**src/hw/rtl/grid_mesh_edge_triangle_indexer_defines.svh**
```systemverilog
// Assertion macros used by the grid mesh indexer top level.
`ifndef GRID_MESH_EDGE_TRIANGLE_INDEXER_DEFINES_SVH
`define GRID_MESH_EDGE_TRIANGLE_INDEXER_DEFINES_SVH

// Same-cycle implication, sampled on clk, quiet during reset.
`define GMETI_ASSERT_NOW(label, pre, post) \
  label: assert property (@(posedge clk) disable iff (!rst_n) (pre) |-> (post)) \
    else $error("gmeti check failed");

// Next-cycle implication, sampled on clk, quiet during reset.
`define GMETI_ASSERT_NEXT(label, pre, post) \
  label: assert property (@(posedge clk) disable iff (!rst_n) (pre) |=> (post)) \
    else $error("gmeti check failed");

`endif

```
**src/hw/rtl/gmeti_pkg.sv**
```systemverilog
// Shared constants, codes and result type of the grid mesh indexer.
package gmeti_pkg;

  localparam int IDX_W       = 18;
  localparam int CFG_W       = 9;
  localparam int CFG_ADDR_W  = 8;
  localparam int MAX_DIM_DEF = 256;

  localparam logic [CFG_W-1:0] CFG_DIM_RESET = CFG_W'(128);

  localparam logic [CFG_ADDR_W-1:0] REG_GRID_WIDTH  = CFG_ADDR_W'(0);
  localparam logic [CFG_ADDR_W-1:0] REG_GRID_HEIGHT = CFG_ADDR_W'(1);

  localparam logic [2:0] PH_HORIZ  = 3'd0;
  localparam logic [2:0] PH_VERT   = 3'd1;
  localparam logic [2:0] PH_DIAG   = 3'd2;
  localparam logic [2:0] PH_BOTTOM = 3'd3;
  localparam logic [2:0] PH_TRI    = 3'd4;
  localparam logic [2:0] PH_DONE   = 3'd5;

  typedef struct packed {
    logic             valid_res;
    logic             kind;
    logic [IDX_W-1:0] idx_a;
    logic [IDX_W-1:0] idx_b;
    logic [IDX_W-1:0] idx_c;
    logic             last;
  } gmeti_res_t;

endpackage

```
**src/hw/rtl/gmeti_step.sv**
```systemverilog
// Next-element logic: current walk position to emitted element and next position.
module gmeti_step import gmeti_pkg::*; #(
  parameter int MAX_DIM = MAX_DIM_DEF,
  parameter int DW      = $clog2(MAX_DIM + 1)
) (
  input  logic [CFG_W-1:0] grid_width,
  input  logic [CFG_W-1:0] grid_height,
  input  logic             rewind,
  input  logic [2:0]       phase,
  input  logic [DW-1:0]    col,
  input  logic [DW-1:0]    row,
  input  logic [IDX_W-1:0] vbase,
  input  logic [IDX_W-1:0] ebase,
  input  logic             tri2,
  output logic [2:0]       phase_nxt,
  output logic [DW-1:0]    col_nxt,
  output logic [DW-1:0]    row_nxt,
  output logic [IDX_W-1:0] vbase_nxt,
  output logic [IDX_W-1:0] ebase_nxt,
  output logic             tri2_nxt,
  output gmeti_res_t       res
);

  logic [DW-1:0]    w, h, xd, yd;
  logic [IDX_W-1:0] w_i, xd_i, stride, two_xd1;
  logic [2:0]       c_phase;
  logic [DW-1:0]    c_col, c_row, col_inc, row_inc;
  logic [IDX_W-1:0] c_vb, c_eb, col_i;
  logic             c_tri2;
  logic             xd_zero, row_end;

  // Clamp the dimensions: zero counts as one, oversize as MAX_DIM.
  always_comb begin
    if (grid_width == '0) begin
      w = DW'(1);
    end else if (32'(grid_width) > MAX_DIM) begin
      w = DW'(MAX_DIM);
    end else begin
      w = DW'(grid_width);
    end
    if (grid_height == '0) begin
      h = DW'(1);
    end else if (32'(grid_height) > MAX_DIM) begin
      h = DW'(MAX_DIM);
    end else begin
      h = DW'(grid_height);
    end
  end

  assign xd      = w - DW'(1);
  assign yd      = h - DW'(1);
  assign xd_zero = (xd == '0);
  assign w_i     = IDX_W'(w);
  assign xd_i    = IDX_W'(xd);
  assign two_xd1 = (xd_i << 1) + IDX_W'(1);
  assign stride  = two_xd1 + xd_i;

  // Position to emit from: the settled start of the mesh on a rewind.
  always_comb begin
    if (rewind) begin
      c_col  = '0;
      c_row  = '0;
      c_vb   = '0;
      c_eb   = '0;
      c_tri2 = 1'b0;
      if (yd == '0) begin
        c_phase = xd_zero ? PH_DONE : PH_BOTTOM;
      end else begin
        c_phase = xd_zero ? PH_VERT : PH_HORIZ;
      end
    end else begin
      c_phase = phase;
      c_col   = col;
      c_row   = row;
      c_vb    = vbase;
      c_eb    = ebase;
      c_tri2  = tri2;
    end
  end

  assign col_inc = c_col + DW'(1);
  assign row_inc = c_row + DW'(1);
  assign col_i   = IDX_W'(c_col);
  assign row_end = (row_inc >= yd);

  always_comb begin
    res           = '0;
    res.valid_res = 1'b1;
    phase_nxt     = c_phase;
    col_nxt       = col_inc;
    row_nxt       = c_row;
    vbase_nxt     = c_vb;
    ebase_nxt     = c_eb;
    tri2_nxt      = c_tri2;
    case (c_phase)
      PH_HORIZ, PH_BOTTOM: begin
        res.idx_a = c_vb + col_i;
        res.idx_b = c_vb + col_i + IDX_W'(1);
        if (col_inc >= xd) begin
          col_nxt = '0;
          if (c_phase == PH_HORIZ) begin
            phase_nxt = PH_VERT;
          end else begin
            // bottom row done: restart walk for triangles, or finish if there is one row
            row_nxt   = '0;
            vbase_nxt = '0;
            ebase_nxt = '0;
            tri2_nxt  = 1'b0;
            phase_nxt = (yd == '0) ? PH_DONE : PH_TRI;
          end
        end
      end
      PH_VERT: begin
        res.idx_a = c_vb + col_i;
        res.idx_b = c_vb + w_i + col_i;
        if (col_inc >= w) begin
          col_nxt = '0;
          if (!xd_zero) begin
            phase_nxt = PH_DIAG;
          end else begin
            // no diagonals in a single column: next row at once
            row_nxt   = row_inc;
            vbase_nxt = c_vb + w_i;
            ebase_nxt = c_eb + stride;
            phase_nxt = row_end ? PH_DONE : PH_VERT;
          end
        end
      end
      PH_DIAG: begin
        res.idx_a = c_vb + col_i + IDX_W'(1);
        res.idx_b = c_vb + w_i + col_i;
        if (col_inc >= xd) begin
          col_nxt   = '0;
          row_nxt   = row_inc;
          vbase_nxt = c_vb + w_i;
          ebase_nxt = c_eb + stride;
          phase_nxt = row_end ? PH_BOTTOM : PH_HORIZ;
        end
      end
      PH_TRI: begin
        res.kind = 1'b1;
        if (!c_tri2) begin
          res.idx_a = c_eb + col_i;
          res.idx_b = c_eb + two_xd1 + col_i;
          res.idx_c = c_eb + xd_i + col_i;
          tri2_nxt  = 1'b1;
          col_nxt   = c_col;
        end else begin
          res.idx_a = c_eb + xd_i + col_i + IDX_W'(1);
          res.idx_b = c_eb + stride + col_i;
          res.idx_c = c_eb + two_xd1 + col_i;
          tri2_nxt  = 1'b0;
          if (col_inc >= xd) begin
            col_nxt   = '0;
            row_nxt   = row_inc;
            ebase_nxt = c_eb + stride;
            phase_nxt = row_end ? PH_DONE : PH_TRI;
          end
        end
      end
      default: begin
        // finished mesh: hold position, emit an empty result
        res       = '0;
        phase_nxt = PH_DONE;
        col_nxt   = c_col;
      end
    endcase
    res.last = res.valid_res && (phase_nxt == PH_DONE);
  end

endmodule

```
**config.mk**
```make
export PLATFORM = sky130hd
export DESIGN_NAME = gmeti_step
export DESIGN_NICKNAME = d
export VERILOG_FILES = /design/src/hw/rtl/grid_mesh_edge_triangle_indexer_defines.svh /design/src/hw/rtl/gmeti_pkg.sv /design/src/hw/rtl/gmeti_step.sv
export SDC_FILE = /design/constraint.sdc
export NUM_CORES = 1
export LEC_CHECK = 0
export BUFFER_PORTS_ARGS = -buffer_cell sky130_fd_sc_hd__buf_2
export CAP_MARGIN = 30
export CORE_MARGIN = 2
export CORE_UTILIZATION = 40
export DETAILED_ROUTE_END_ITERATION = 10
export PLACE_DENSITY = 0.58
export SLEW_MARGIN = 20
export SYNTH_ARGS = -nofsm -noshare
export SYNTH_HDL_FRONTEND = slang
export SYNTH_SLANG_ARGS = --single-unit
```
**constraint.sdc**
```tcl
create_clock -name vclk -period 39.8
set_input_delay 11.94 -clock vclk [all_inputs]
set_output_delay 11.94 -clock vclk [all_outputs]
set_load 0.005 [all_outputs]
```
==> impl_table.tex <==
\begin{tabular}{lr}
\hline
Metric & Value \\
\hline
\multicolumn{2}{l}{\textbf{STA}} \\
\quad Tightest Pin Transition & slightly below 1 ns \\
\quad Setup\_tns & 0 ns \\
\quad Number of pins with negative max-slew slack in the final report & 0 \\
\quad Post-layout worst setup margin & $\sim$9.3 ns \\
\quad F\_max & approximately 33 MHz \\
\quad Post-layout min period & around 30 ns \\
\quad Remaining max-slew budget at the tightest pin & 35.4\% \\
\quad Fin. Hold Viols & 0 \\
\quad Final setup violation count & 0 \\
\quad Final period utilization & roughly 77\% \\
\quad Setup repair after global routing missed its margin & no \\
\multicolumn{2}{l}{\textbf{Drt}} \\
\quad Remaining DRCs & 0 \\
\quad Via density per instance & slightly above 6 \\
\quad Wire length per cell & roughly 21 um \\
\quad Wire length reported by the detailed router & roughly 42,000 um \\
\quad Starting DRC count in detailed routing & between 1,000 and 1,500 \\
\quad Number of search-and-repair iterations in the first detailed-routing pass & 6 \\
\quad Number of vias in the routed layout & around 12,000 \\
\quad Antenna Nets Post-Route & 0 \\
\multicolumn{2}{l}{\textbf{Pwr}} \\
\quad Leakage Power & around 5.2 nW \\
\quad Post-layout total power & 0.230 mW \\
\quad Flop pwr share & 0\% \\
\quad Cell-internal power & 0.0875 mW \\
\quad Switching Fraction & 62.0\% \\
\quad Switching pwr & around 0.14 mW \\
\quad Portion of total power attributed to combinational logic & 100.0\% \\
\quad Power per standard cell area & $\sim$20 nW/um\^{}2 \\
\quad IR Drop Worst-Case VDD & $\sim$0.014 mV \\
\quad Part of the total power dissipated in the clock network & 0\% \\
\multicolumn{2}{l}{\textbf{Logic synthesis}} \\
\quad Share of Yosys cell area claimed by the top area cell type & between 10\% and 20\% \\
\quad Sequential area share after synthesis & 0\% \\
\quad Count of yosys warnings during synthesis & 0 \\
\quad Count of unique library cells instantiated by Yosys & 82 \\
\quad Area leader, netlist & ha\_1 \\
\quad Leading post-synthesis cells by cell area & ha\_1 14\%, xnor2\_1 9.6\%, nand2\_1 7.4\%, fa\_1 5.6\%, a21oi\_1 5.1\% \\
\quad Post-Synthesis Mean Instance Area & about 6.6 um\^{}2 \\
\quad Post-synthesis net count & 1,731 \\
\quad Cells after synthesis & 1,512 \\
\quad Mapped Area & between 9000 and 10,000 um\^{}2 \\
\multicolumn{2}{l}{\textbf{GRT}} \\
\quad Leftover overflow at the end of global routing & 0 \\
\quad Met1 usage in global routing & $\sim$42\% \\
\quad Global routing usage on met2 & between 40\% and 50\% \\
\quad Wire length of the first global-routing pass & $\sim$63,000 um \\
\quad Busiest layer in global routing & met2 \\
\quad Antenna violations before repair & 1 \\
\quad Global Route Usage Sum & a little under a third \\
\quad GR Layer Usage met3 & 3.35\% \\
\quad Largest net degree at the start of global routing & slightly above 60 \\
\quad Vias in the first global route & between 10,000 and 15,000 \\
\multicolumn{2}{l}{\textbf{Layout}} \\
\quad Final layout net count & $\sim$1,900 \\
\quad FF+latch area & 0 um\^{}2 \\
\quad Number of sequential cells & 0 \\
\quad Total area of multi-input combinational cells & 9330 um\^{}2 \\
\quad Layout cell share with drive strength beyond 1 & between 10 and 15\% \\
\quad FILL cells & about 2,700 \\
\quad Summed area of non-filler cells in the final layout & between 10,000 and 15,000 um\^{}2 \\
\quad Number of clock-tree buffers in the layout & 0 \\
\quad Synth-to-layout area growth & 12.0\% \\
\quad Antenna Cells & 0 \\
\multicolumn{2}{l}{\textbf{Clock network}} \\
\quad Post-CTS setup buffers & 0 \\
\quad Count of instances resized after the clock tree is built & 0 \\
\quad Post-cts hold buffer count & 0 \\
\multicolumn{2}{l}{\textbf{Placed design}} \\
\quad Setup Slack @ Placement & roughly 9.4 ns \\
\quad Post-detail-place hpwl & 34,000 um \\
\quad Number of buffers added on ports & about 190 \\
\quad GPL Wtd Cong & slightly below 1 \\
\quad Post-place instance area & 11,200 um\^{}2 \\
\multicolumn{2}{l}{\textbf{Floorplanning}} \\
\quad Floorplan Core Area & around 24,000 um\^{}2 \\
\quad Initial standard-cell utilization of the core & 40.9\% \\
\quad Die width & 162 um \\
\quad Row cnt & between 50 and 60 \\
\quad Ports placed on the boundary & between 150 and 200 \\
\quad Die Y-Extent & about 160 um \\
\quad DIE AREA & between 20,000 and 30,000 um\^{}2 \\
\multicolumn{2}{l}{\textbf{Worst setup path}} \\
\quad Endpoint kind of the worst setup timing path & primary output \\
\quad Data required time at the worst endpoint & $\sim$28 ns \\
\quad Arrival time at the worst endpoint & 18.53 ns \\
\quad Critical path class & input pin to primary output \\
\quad Maximum net fanout on the critical path & 8 \\
\quad Element type at the critical path start & input pin \\
\multicolumn{2}{l}{\textbf{Hold path}} \\
\quad Kind of path behind the tightest hold check & input pin to primary output \\
\multicolumn{2}{l}{\textbf{Job}} \\
\quad Number of max-capacitance violations reported & 0 \\
\multicolumn{2}{l}{\textbf{Outcome}} \\
\quad Outcome & completed \\
\hline
\end{tabular}
==> final cells by class <==
| type | count | area share (%) |
|---|---|---|
| well taps | 324 | 3.63 |
| inverters | 105 | 3.53 |
| repair buffers | 204 | 9.38 |
| multi-input cells | 1341 | 83.5 |
==> stage by stage <==
stage / std cells / hold WS [ns] / utilization, %
after global placement: 1973 / 24.22 / 45.8
after CTS: 1973 / 24.22 / 45.8
after global routing: 1974 / 24.25 / 45.8
final: 1974 / 24.23 / 45.8
after detailed placement: 1973 / 24.22 / 45.8
after floorplan: 1512 / 23.98 / -
==> critical path, cell delays in order <==
cell and delay (ns):
buf_2 0.14, nor4_1 0.56, a21oi_1 0.13, nor2_1 0.62
inv_1 0.20, ha_1 0.33, nor3b_1 0.19, o21a_1 0.37
fa_1 0.57, inv_1 0.04, ha_1 0.34, o21ai_0 0.16
o21ai_0 0.12, a21oi_1 0.21, xnor2_1 0.12, ha_1 0.31
o21ai_0 0.10, a21oi_1 0.25, o2111ai_1 0.18, a22oi_1 0.28
o2111ai_1 0.26, nor3_1 0.24, xnor2_1 0.10, a222oi_1 0.39
o21ai_0 0.21, buf_2 0.17
==> cell families (layout without fill, tap and decap cells) <==
family	after synthesis	in the layout	synth area share, %
and+or+nand+nor	574	574	28.0
AOI/OAI and AO/OA	458	458	30.6
buffers and inverters	171	309	6.64
xor gates and xnor gates	154	154	13.5
adders and majority gates	142	142	19.9
muxes	13	13	1.34
==> power by group through the flow <==
stage | Sequential (mW) | Clock (mW) | Combinational, mW
after global placement | 0 | 0 | 0.222
after floorplan | 0 | 0 | 0.159
after detailed placement | 0 | 0 | 0.223
final | 0 | 0 | 0.230
after global routing | 0 | 0 | 0.252
after CTS | 0 | 0 | 0.225
==> layout by cell type, fill, tap and decap left out, drive strengths merged, types with 18 or more instances in the layout <==
cell    Yosys  layout
nor2b      39      39
and2       22      22
buf        22     204
nand2     197     197
nor3       33      33
xnor2     110     110
fa         28      28
a21o       28      28
o211ai     20      20
o31ai      26      26
nand2b     29      29
nand3      38      38
ha        114     114
xor2       44      44
o21ai     109     109
inv       103     103
a211oi     18      18
nor2      121     121
o221ai     23      23
a21oi     102     102
==> per-layer routing <==
metal | up-vias | routed length [um]
met5 | - | 13
met2 | 559 | 18400
met3 | 102 | 3420
met4 | 2 | 1720
li1 | 5730 | -
met1 | 5697 | 18100
==> cells in the mapped netlist (22+ instances only) <==
library cell,n
a21o_1,27
a21oi_1,101
and2_1,22
clkbuf_1,43
fa_1,28
ha_1,114
inv_1,103
nand2_1,197
nand2b_1,29
nand3_1,37
nor2_1,120
nor2b_1,39
nor3_1,32
o21ai_0,93
o221ai_1,23
o31ai_1,26
xnor2_1,110
xor2_1,44
==> worst paths after layout <==
| check | start | end | cells past startpoint |
|---|---|---|---|
| max | grid_width[3] | res[34] | 26 |
| min | row[7] | row_nxt[7] | 4 |
Power figures use the tool's default switching activity.
